**src/rtl/fp32dp_pkg.sv**
```systemverilog
// Shared constants, types and state encodings of the fp32 dot product block.
package fp32dp_pkg;

  localparam int LANES_DEF = 16;
  localparam int ELEMS_DEF = 4;

  localparam logic [31:0] QNAN_BITS = 32'h7FC0_0000;
  localparam logic [31:0] INF_BITS  = 32'h7F80_0000;
  localparam logic [31:0] ONE_BITS  = 32'h3F80_0000;

  typedef enum logic [2:0] {
    ST_IDLE,
    ST_LANE,
    ST_ALIGN,
    ST_MRG_GO,
    ST_MRG_WAIT,
    ST_HOLD
  } top_state_t;

  typedef enum logic [3:0] {
    F_IDLE,
    F_MUL,
    F_LZ,
    F_SHIFT,
    F_CMP,
    F_ALN,
    F_ADD,
    F_NRM,
    F_SH2,
    F_RND,
    F_PACK
  } fma_step_t;

  typedef struct packed {
    logic start;
    logic clear;
  } merge_ctl_t;

endpackage

```
**src/rtl/fp32dp_fma.sv**
```systemverilog
// Multi-cycle single-precision fused multiply-add with one round-to-nearest-even rounding.
module fp32dp_fma
  import fp32dp_pkg::*;
(
  input  logic        clk,
  input  logic        rst_n,
  input  logic        start,
  input  logic [31:0] a,
  input  logic [31:0] b,
  input  logic [31:0] c,
  output logic        done,
  output logic [31:0] res
);

  function automatic logic [5:0] msb_pos(input logic [62:0] v);
    logic [5:0] p;
    p = '0;
    for (int i = 0; i < 63; i++) begin
      if (v[i]) p = 6'(i);
    end
    return p;
  endfunction

  fma_step_t state_r, state_nxt;

  logic [31:0] a_r, b_r, c_r;
  logic        sp_r, sc_r, spec_r, cz_r, zero_r, rsign_r, sub_r, top_r;
  logic [31:0] spec_val_r;
  logic [47:0] mp_r;
  logic [23:0] mc_r;
  logic signed [11:0] ep_r, ec_r, d_r, e_r;
  logic [5:0]  shp_r, shc_r, shl_r;
  logic [61:0] mpn_r, mcn_r, big_r, small_r, m_r;
  logic [62:0] sum_r;
  logic [23:0] keep_r;
  logic        inc_r, ovf_r, tiny_r, bepos_r;
  logic [7:0]  be8_r;
  logic [31:0] res_r;
  logic        done_r;

  logic [7:0]  ea, eb, ec, eax, ebx, ecx;
  logic [22:0] fa, fb, fc;
  logic        sa, sb, sc, sp, az, bz, cz, an, bn, cn;
  logic [23:0] ma, mb, mc;
  logic        pbig;
  logic [61:0] sh_small;
  logic [62:0] sum_v;
  logic signed [11:0] be, sh;
  logic [5:0]  sh6, shg;
  logic [61:0] m_g;
  logic [24:0] k;
  logic [31:0] bits;

  always_ff @(posedge clk) begin
    if (!rst_n) begin
      state_r <= F_IDLE;
      done_r  <= 1'b0;
    end else begin
      state_r <= state_nxt;
      done_r  <= (state_r == F_PACK);
    end
  end

  always_comb begin
    state_nxt = state_r;
    case (state_r)
      F_IDLE:  if (start) state_nxt = F_MUL;
      F_MUL:   state_nxt = F_LZ;
      F_LZ:    state_nxt = F_SHIFT;
      F_SHIFT: state_nxt = F_CMP;
      F_CMP:   state_nxt = F_ALN;
      F_ALN:   state_nxt = F_ADD;
      F_ADD:   state_nxt = F_NRM;
      F_NRM:   state_nxt = F_SH2;
      F_SH2:   state_nxt = F_RND;
      F_RND:   state_nxt = F_PACK;
      F_PACK:  state_nxt = F_IDLE;
      default: state_nxt = F_IDLE;
    endcase
  end

  always_comb begin
    sa = a_r[31];
    sb = b_r[31];
    sc = c_r[31];
    sp = sa ^ sb;
    ea = a_r[30:23];
    eb = b_r[30:23];
    ec = c_r[30:23];
    fa = a_r[22:0];
    fb = b_r[22:0];
    fc = c_r[22:0];
    az = (ea == 8'd0) && (fa == 23'd0);
    bz = (eb == 8'd0) && (fb == 23'd0);
    cz = (ec == 8'd0) && (fc == 23'd0);
    an = (ea == 8'hFF) && (fa != 23'd0);
    bn = (eb == 8'hFF) && (fb != 23'd0);
    cn = (ec == 8'hFF) && (fc != 23'd0);
    eax = (ea == 8'd0) ? 8'd1 : ea;
    ebx = (eb == 8'd0) ? 8'd1 : eb;
    ecx = (ec == 8'd0) ? 8'd1 : ec;
    ma = {(ea != 8'd0), fa};
    mb = {(eb != 8'd0), fb};
    mc = {(ec != 8'd0), fc};

    pbig = (ep_r > ec_r) || ((ep_r == ec_r) && (mpn_r >= mcn_r));

    sh_small = small_r >> d_r[5:0];

    if (sub_r) sum_v = {1'b0, big_r} - {1'b0, small_r};
    else       sum_v = {1'b0, big_r} + {1'b0, small_r};

    be  = e_r + 12'sd188;
    sh  = (be >= 12'sd1) ? 12'sd38 : (12'sd39 - be);
    sh6 = sh[5:0];
    shg = sh6 - 6'd1;
    m_g = m_r >> shg;

    k    = {1'b0, keep_r} + {24'd0, inc_r};
    bits = bepos_r ? ({1'b0, be8_r, 23'd0} + {7'd0, k}) : {7'd0, k};
    if (bits >= INF_BITS) bits = INF_BITS;
  end

  always_ff @(posedge clk) begin
    case (state_r)
      F_IDLE: begin
        if (start) begin
          a_r <= a;
          b_r <= b;
          c_r <= c;
        end
      end
      F_MUL: begin
        sp_r <= sp;
        sc_r <= sc;
        cz_r <= cz;
        mp_r <= 48'(ma) * 48'(mb);
        mc_r <= mc;
        ep_r <= $signed({4'd0, eax}) + $signed({4'd0, ebx}) - 12'sd300;
        ec_r <= $signed({4'd0, ecx}) - 12'sd150;
        spec_r <= 1'b1;
        if (an || bn || cn) begin
          spec_val_r <= QNAN_BITS;
        end else if ((ea == 8'hFF) || (eb == 8'hFF)) begin
          if (az || bz) spec_val_r <= QNAN_BITS;
          else if ((ec == 8'hFF) && (sc != sp)) spec_val_r <= QNAN_BITS;
          else spec_val_r <= {sp, INF_BITS[30:0]};
        end else if (ec == 8'hFF) begin
          spec_val_r <= c_r;
        end else if (az || bz) begin
          if (cz) spec_val_r <= (sp == sc) ? {sp, 31'd0} : 32'd0;
          else spec_val_r <= c_r;
        end else begin
          spec_r     <= 1'b0;
          spec_val_r <= 32'd0;
        end
      end
      F_LZ: begin
        shp_r <= 6'd61 - msb_pos({15'd0, mp_r});
        shc_r <= 6'd61 - msb_pos({39'd0, mc_r});
      end
      F_SHIFT: begin
        mpn_r <= 62'(mp_r) << shp_r;
        mcn_r <= 62'(mc_r) << shc_r;
        ep_r  <= ep_r - $signed({6'd0, shp_r});
        ec_r  <= ec_r - $signed({6'd0, shc_r});
      end
      F_CMP: begin
        if (cz_r) begin
          big_r   <= mpn_r;
          small_r <= '0;
          d_r     <= '0;
          e_r     <= ep_r;
          rsign_r <= sp_r;
          sub_r   <= 1'b0;
        end else begin
          sub_r <= (sp_r != sc_r);
          if (pbig) begin
            big_r   <= mpn_r;
            small_r <= mcn_r;
            d_r     <= ep_r - ec_r;
            e_r     <= ep_r;
            rsign_r <= sp_r;
          end else begin
            big_r   <= mcn_r;
            small_r <= mpn_r;
            d_r     <= ec_r - ep_r;
            e_r     <= ec_r;
            rsign_r <= sc_r;
          end
        end
      end
      F_ALN: begin
        if (d_r >= 12'sd63) begin
          small_r <= 62'd1;
        end else if (d_r > 12'sd0) begin
          small_r <= sh_small | {61'd0, ((sh_small << d_r[5:0]) != small_r)};
        end
      end
      F_ADD: begin
        sum_r  <= sum_v;
        zero_r <= sub_r && (sum_v == 63'd0);
      end
      F_NRM: begin
        top_r <= sum_r[62];
        shl_r <= 6'd61 - msb_pos(sum_r);
      end
      F_SH2: begin
        if (top_r) begin
          m_r <= sum_r[62:1] | {61'd0, sum_r[0]};
          e_r <= e_r + 12'sd1;
        end else begin
          m_r <= sum_r[61:0] << shl_r;
          e_r <= e_r - $signed({6'd0, shl_r});
        end
      end
      F_RND: begin
        ovf_r   <= (be >= 12'sd255);
        tiny_r  <= (sh >= 12'sd63);
        bepos_r <= (be >= 12'sd1);
        be8_r   <= be[7:0] - 8'd1;
        keep_r  <= 24'(m_r >> sh6);
        inc_r   <= m_g[0] && (((m_g << shg) != m_r) || m_g[1]);
      end
      F_PACK: begin
        if (spec_r)      res_r <= spec_val_r;
        else if (zero_r) res_r <= 32'd0;
        else if (ovf_r)  res_r <= {rsign_r, INF_BITS[30:0]};
        else if (tiny_r) res_r <= {rsign_r, 31'd0};
        else             res_r <= {rsign_r, bits[30:0]};
      end
      default: begin
      end
    endcase
  end

  assign done = done_r;
  assign res  = res_r;

endmodule

```
**src/rtl/fp32dp_merge.sv**
```systemverilog
// Reduction stage that adds the lane sums in order into one running total.
module fp32dp_merge
  import fp32dp_pkg::*;
(
  input  logic        clk,
  input  logic        rst_n,
  input  merge_ctl_t  ctl,
  input  logic [31:0] lane_val,
  output logic        done,
  output logic [31:0] sum
);

  logic [31:0] sum_r;
  logic        fma_done;
  logic [31:0] fma_res;

  fp32dp_fma u_fma (
    .clk   (clk),
    .rst_n (rst_n),
    .start (ctl.start),
    .a     (lane_val),
    .b     (ONE_BITS),
    .c     (sum_r),
    .done  (fma_done),
    .res   (fma_res)
  );

  always_ff @(posedge clk) begin
    if (ctl.clear) begin
      sum_r <= 32'd0;
    end else if (fma_done) begin
      sum_r <= fma_res;
    end
  end

  assign done = fma_done;
  assign sum  = sum_r;

endmodule

```
**config.mk**
```make
export PLATFORM = sky130hd
export DESIGN_NAME = fp32dp_merge
export DESIGN_NICKNAME = d
export VERILOG_FILES = /design/src/rtl/fp32dp_pkg.sv /design/src/rtl/fp32dp_fma.sv /design/src/rtl/fp32dp_merge.sv
export SDC_FILE = /design/constraint.sdc
export NUM_CORES = 2
export LEC_CHECK = 0
export BUFFER_PORTS_ARGS = -buffer_cell sky130_fd_sc_hd__buf_2
export CORE_MARGIN = 2
export CORE_UTILIZATION = 30
export DETAILED_ROUTE_END_ITERATION = 8
export PLACE_DENSITY = 0.56
export SLEW_MARGIN = 30
export SYNTH_ARGS = -nofsm -noshare
export SYNTH_HDL_FRONTEND = slang
export SYNTH_HIERARCHICAL = 1
export SYNTH_SLANG_ARGS = --single-unit
```
**constraint.sdc**
```tcl
create_clock -name clk -period 9.51 [get_ports clk]
set_input_delay 0.4755 -clock clk [delete_from_list [all_inputs] [get_ports clk]]
set_output_delay 0.4755 -clock clk [all_outputs]
set_load 0.02 [all_outputs]
```
======== After elaboration in Yosys (flattened, before gate mapping) ========
Index checks and enable logic that the tools add are counted.
word-level totals
  flip-flop bits (word level) ............. 696
  bits of input ports ..................... 36
  output and inout port bits .............. 33
  logic and storage cells ................. 270
cells by class
  $add $sub $neg .......................... 20
  order comparisons ....................... 8
  eq/ne operators ......................... 20
  shifts and indexed selects .............. 8
  multiplexer cells ....................... 149
  bitwise gates (word level) .............. 2
  reductions and logical operators ........ 27
operator list
  kind                                            number
  62-bit 2-to-1 mux                               7
  32-bit 2-to-1 mux                               10
  6-bit 2-to-1 mux                                49
  62-bit by 6-bit left shift with 62-bit output   3
  5-bit 2-to-1 mux                                33
  62-bit != test                                  2
  62-bit by 1-bit bitwise OR with 62-bit output   2
  62-bit one-hot mux with 2 select lines          1
  62-bit by 6-bit >> shifter with 62-bit output   2
  31-bit 2-to-1 mux                               3
  12-bit one-hot mux with 2 select lines          3
  4-bit 2-to-1 mux                                17
  62-bit by 62-bit adder with 63-bit output       1
  63-bit logical NOT                              1
  63-bit 2-to-1 mux                               1
  62-bit by 62-bit subtractor with 63-bit output  1
  62-bit greater-or-equal comparator              1
  24-bit by 6-bit left shift with 62-bit output   1
  47-bit by 6-bit left shift with 62-bit output   1
  62-bit by 6-bit >> shifter with 24-bit output   1
  12-bit 2-to-1 mux                               5
  23-bit logical NOT                              2
  23-bit nonzero test                             2
  4-bit one-hot mux with 10 select lines          1
  other kinds (41)                                84

======== Logic depth before layout (Yosys ltp) ========
  depth in word-level cells ............... 64
  depth in mapped cells ................... 43
  gate-level depth less buffers ........... 33

======== By module ========
The synthesis kept the hierarchy.
by module, submodules not included
  module        times used  cells each  area each (um^2)  seq. area each (um^2)
  fp32dp_fma    1           9,599       83,585.2          21,570.7
  fp32dp_merge  1           105         1,171.1           640.6

======== Least setup slack after synthesis ========
OpenSTA, ideal clock, no wires.
  kind .................................... reg-to-reg
  start ................................... register u_fma.e_r[2]
  end ..................................... register u_fma.inc_r (data pin)
  setup time .............................. 0.280 ns
  arrival ................................. 9.414 ns
  data required time ...................... 9.230 ns
  path slack .............................. -0.184 ns
  stages on the path, launching flop included .. 42
  buffers on the path ..................... 17
  period minus slack after synthesis ...... 9.694 ns
  cell sequence ........................... edfxtp_1 -> buf_2 -> buf_1 -> clkinv_1 -> clkbuf_1 -> ha_1 -> or4b_1 -> and3_1 -> o21ai_0 -> o32a_1 -> buf_2 -> buf_4 -> buf_4 -> buf_2 -> buf_2 -> buf_2 -> buf_1 -> clkbuf_1 -> [... 6 more ...] -> buf_1 -> mux2i_1 -> o22ai_1 -> a221oi_1 -> nand3_1 -> a21oi_1 -> a2111oi_0 -> o211ai_1 -> a32oi_1 -> nand4_1 -> o31ai_2 -> nand3_1 -> a32o_1 -> or4_1 -> nor3_1 -> nand4_1 -> nor4_1 -> a31oi_1
on the way
  cells in the longest elaborated chain, start to end .. 9
  elaborated cells between the ends (all ways) .. 10
  those cells by class .................... 3 x add/sub; 1 x order compare; 1 x eq/ne; 2 x shift; 1 x mux; 2 x reduce/logical
RTL lines
  what                                                                                                                                   line               RTL
  start: declaration                                                                                                                     fp32dp_fma.sv:31   logic signed [11:0] ep_r, ec_r, d_r, e_r;
  start signal: assignment                                                                                                               fp32dp_fma.sv:173  e_r <= ep_r;
  start signal: assignment                                                                                                               fp32dp_fma.sv:182  e_r <= ep_r;
  start signal: assignment                                                                                                               fp32dp_fma.sv:188  e_r <= ec_r;
  12-bit by 9-bit adder with 12-bit output (*)                                                                                           fp32dp_fma.sv:113  be = e_r + 12'sd188;
  7-bit by 12-bit subtractor with 12-bit output / 12-bit by 2-bit greater-or-equal comparator with 1-bit output (equally long branches)  fp32dp_fma.sv:114  sh = (be >= 12'sd1) ? 12'sd38 : (12'sd39 - be);
  12-bit 2-to-1 mux (*)                                                                                                                  fp32dp_fma.sv:114
  6-bit by 1-bit subtractor with 6-bit output (*)                                                                                        fp32dp_fma.sv:116  shg = sh6 - 6'd1;
  62-bit by 6-bit >> shifter with 62-bit output                                                                                          fp32dp_fma.sv:117  m_g = m_r >> shg;
  62-bit by 6-bit left shift with 62-bit output                                                                                          fp32dp_fma.sv:223  inc_r <= m_g[0] && (((m_g << shg) != m_r) || m_g[1]);
  62-bit != test                                                                                                                         fp32dp_fma.sv:223
  1-bit logical OR                                                                                                                       fp32dp_fma.sv:223
  1-bit logical AND (*)                                                                                                                  fp32dp_fma.sv:223
  end signal: assignment                                                                                                                 fp32dp_fma.sv:223
  end: declaration                                                                                                                       fp32dp_fma.sv:36   logic inc_r, ovf_r, tiny_r, bepos_r;
Every way passes the cells marked *; elsewhere a longest branch is shown, timed or not.
A chain may end at the register's enable or synchronous reset.

======== Worst setup path after layout ========
  start ................................... register u_fma.e_r[5]
  end ..................................... register u_fma.inc_r (data pin)
Same word-level chain as after synthesis.

==> flow_summary_export.csv <==
group,metric,value,unit
clock_network,clock-root-buffer,"clkbuf_16",
logic_synthesis,async_flop_share,0,%
worst_setup_path,max_stage_delay,880,ps
drt,viasPerCell,5.84,
pwr,powerDensity,471,mW/mm^2
logic_synthesis,synthMuxAreaShare,13.0,%
drt,wl_met3,31.4,mm
logic_synthesis,ys_seq_area_share,26.2,%
sta,rsz0062_at_grt,"false",
logic_synthesis,ys_ff_latch,752,
drt,drc,0,
final_layout,instances_no_fill,13500,
clock_network,cts_max_level,3,
global_route,grt_max_degree,112,
worst_setup_path,worst_path_max_delay_cell,"a2111oi_1",
drt,vias,79100,
clock_network,cts.hold.buffers_added,29,
global_route,grt-ovfl-total,0,
die,chipHeight,536,um
global_route,grt_pass1_vias,78000,
logic_synthesis,synth-compound-area-share,17.0,%
die,ioPinCount,69,
sta,slew_headroom,23.6,%
die,start_util,30.1,%
placement,port_buffers,68,
logic_synthesis,yosysMostFrequentCell,"nand2_1",
sta,setup_viol,0,
logic_synthesis,yosys.area_share.adder,17.2,%
logic_synthesis,yosysWarnings,6,
drt,wl_met1,153,mm
logic_synthesis,postSynthCellCount,9704,
die,row_count,195,
drt,firstDrtPassIters,8,
worst_setup_path,critPathLaunchType,"flop",
logic_synthesis,synth_simple_gate_area_share,17.5,%
placement,dp_cells,13400,
clock_network,path_clk_slew,60,ps
logic_synthesis,ys_top_cells_by_area,"edfxtp_1, fa_1, mux2i_1",
worst_setup_path,critPathRequiredTime,10010,ps
sta,skew,58.5,ps
flow_run,cap_viol_max_count,0,
global_route,antenna_found_initial,20,
worst_setup_path,crit_fanout,25,
clock_network,cts.path.max_buffers,3,
worst_setup_path,path_common_cell,"buf_4",
logic_synthesis,synth-edff-count,715,
worst_setup_path,worst-setup-path-type,"reg2reg",
logic_synthesis,syn_avg_cell_area,8.73,um^2
final_layout,fin_nets,10600,
sta,final-max-slew-violation-count,0,
logic_synthesis,synth_cell_types,109,
global_route,grt_pass1_wl,555,mm
sta,min_period,9150,ps
sta,max_freq,0.109,GHz
worst_setup_path,crit_arrival,9640,ps
logic_synthesis,synth_top_family_by_area,"simple AND/OR/NAND/NOR gates",
drt,drt-initial-drc-count,8788,
drt,post_drt_wl_per_cell,28.5,um
sta,finalSetupTns,0,ps
die,core,0.282,mm^2
global_route,grt.total_usage,26.1,%
pwr,p_leak,38.6,nW
sta,hold_viol,0,
sta,worst_pin_slew,1130,ps
final_layout,fillers,29400,
logic_synthesis,yosys.area.top_type,"edfxtp_1",
die,dieArea,0.287,mm^2
placement,routabilityCongestion,1.03,
final_layout,final_core_util,33.6,%
die,die_x,536,um
sta,hold_ws,73.4,ps
drt,wirelength,386,mm
clock_network,cts_tree,"done",
final_layout,drive_above_1_share,11.1,%
outcome,status,"complete, no violations",
clock_network,clock_latency,770,ps
worst_setup_path,endpoint_kind,"flop",
logic_synthesis,yosys.area_share.xor_xnor,2.69,%
drt,wl_met2,177,mm
clock_network,numCtsBuffers,87,
logic_synthesis,netlist_area,0.0848,mm^2
logic_synthesis,yosys-top-cells-count,"nand2_1, nor2_1, inv_1",
logic_synthesis,synthFlopType,"edfxtp_1",
sta,period_share,96.2,%
drt,postRouteAntennaNets,0,
clock_network,post_cts_buffers,0,
clock_network,cts_resized,0,
logic_synthesis,synth_top_area_share,25.3,%
final_layout,area_growth,11.6,%
hold_path,min_path_type,"in2reg",
drt,highest_layer,"met5",
pwr,ir_drop,1.50,mV
clock_network,cts.sinks,752,
placement,dp_hpwl,302,mm
[state kept, by name, indices dropped and copies added, names as in the netlist, 24 cells and up]
| name | count |
|---|---|
| sum | 32 |
| u_fma/a_r | 32 |
| u_fma/b_r | 32 |
| u_fma/big_r | 62 |
| u_fma/c_r | 32 |
| u_fma/keep_r | 24 |
| u_fma/m_r | 62 |
| u_fma/mc_r | 24 |
| u_fma/mcn_r | 62 |
| u_fma/mp_r | 48 |
| u_fma/mpn_r | 62 |
| u_fma/res | 32 |
| u_fma/small_r | 62 |
| u_fma/spec_val_r | 32 |
| u_fma/sum_r | 63 |
[cells by family (layout without fill, tap and decap cells)]
family / after synthesis / count (layout)
xor gates and xnor gates: 258 / 258
AOI/OAI and AO/OA: 2251 / 2251
DFF: 752 / 752
and+or+nand+nor: 3288 / 3288
other: 3 / 41
buffers and inverters: 1419 / 1482
muxes: 865 / 865
adders and majority gates: 868 / 868
[final timing paths]
check,start,endpoint,slack [ps],depth (start not counted)
worst max-delay path,u_fma/e_r[5]$_DFFE_PP_,u_fma/inc_r$_DFFE_PP_,360,29
worst min register to register,sum[4]$_SDFFE_PP0P_,u_fma/c_r[4]$_DFFE_PP_,480,0
worst min-delay path,lane_val[25],u_fma/a_r[25]$_DFFE_PP_,70,1
worst max register to register,u_fma/e_r[5]$_DFFE_PP_,u_fma/inc_r$_DFFE_PP_,360,29
[placed cells by master (no fill, tap or decap), types with 197 or more instances in the layout]
cell type  synthesis  layout
mux2i_1          590     590
edfxtp_1         715     715
a21oi_1          516     515
and2_1           275     275
nor2_1           799     792
fa_1             490     490
ha_1             378     377
o21ai_0          589     587
nand2_1         1423    1421
inv_1            722     718
buf_4              4     474
xnor2_1          197     197
[layer usage]
metal  global-route usage [%]  vias to the layer above
li1                         -                    34700
met1                     33.0                    39200
met2                     42.5                     4189
met3                     4.52                      981
met4                     13.9                       18
met5                        0                        -
[metrics by stage]
stage          power (W)  worst slack [ps]  instance area, um^2
5_1_grt           0.0482              51.6                94600
3_5_place_dp      0.0408               701                91200
3_3_place_gp      0.0406               435                91100
4_1_cts           0.0446               667                94500
2_1_floorplan     0.0302              79.8                84900
6_report          0.0445               363                94600
[report_power, final]
group,internal [W],switching (W),total [W]
combinational,0.0141,0.0206,0.0347
sequential,0.00562,0.000517,0.00614
clock,0.00208,0.00157,0.00366
[final cells by class]
type	instances	area, um^2	area share (%)
well taps	3743	4680	4.95
diodes	8	20.0	0.0212
flip-flops and latches	752	22200	23.5
repair buffers	587	4460	4.72
inverters	739	2790	2.95
clock inverters	55	805	0.850
multi-input cells	7563	57400	60.7
clock buffers	101	2250	2.38
[worst max-delay path, delay by kind of cell, from the launching register on]
family | cells | cell delay, ps
AO/OA/AOI/OAI | 12 | 3730
XOR/XNOR | 1 | 490
adder cells (fa/ha/maj) | 1 | 200
buffers and inverters | 7 | 1480
flip-flops | 1 | 580
multiplexers | 1 | 570
AND/OR/NAND/NOR | 7 | 1840
Power figures use the tool's default switching activity.
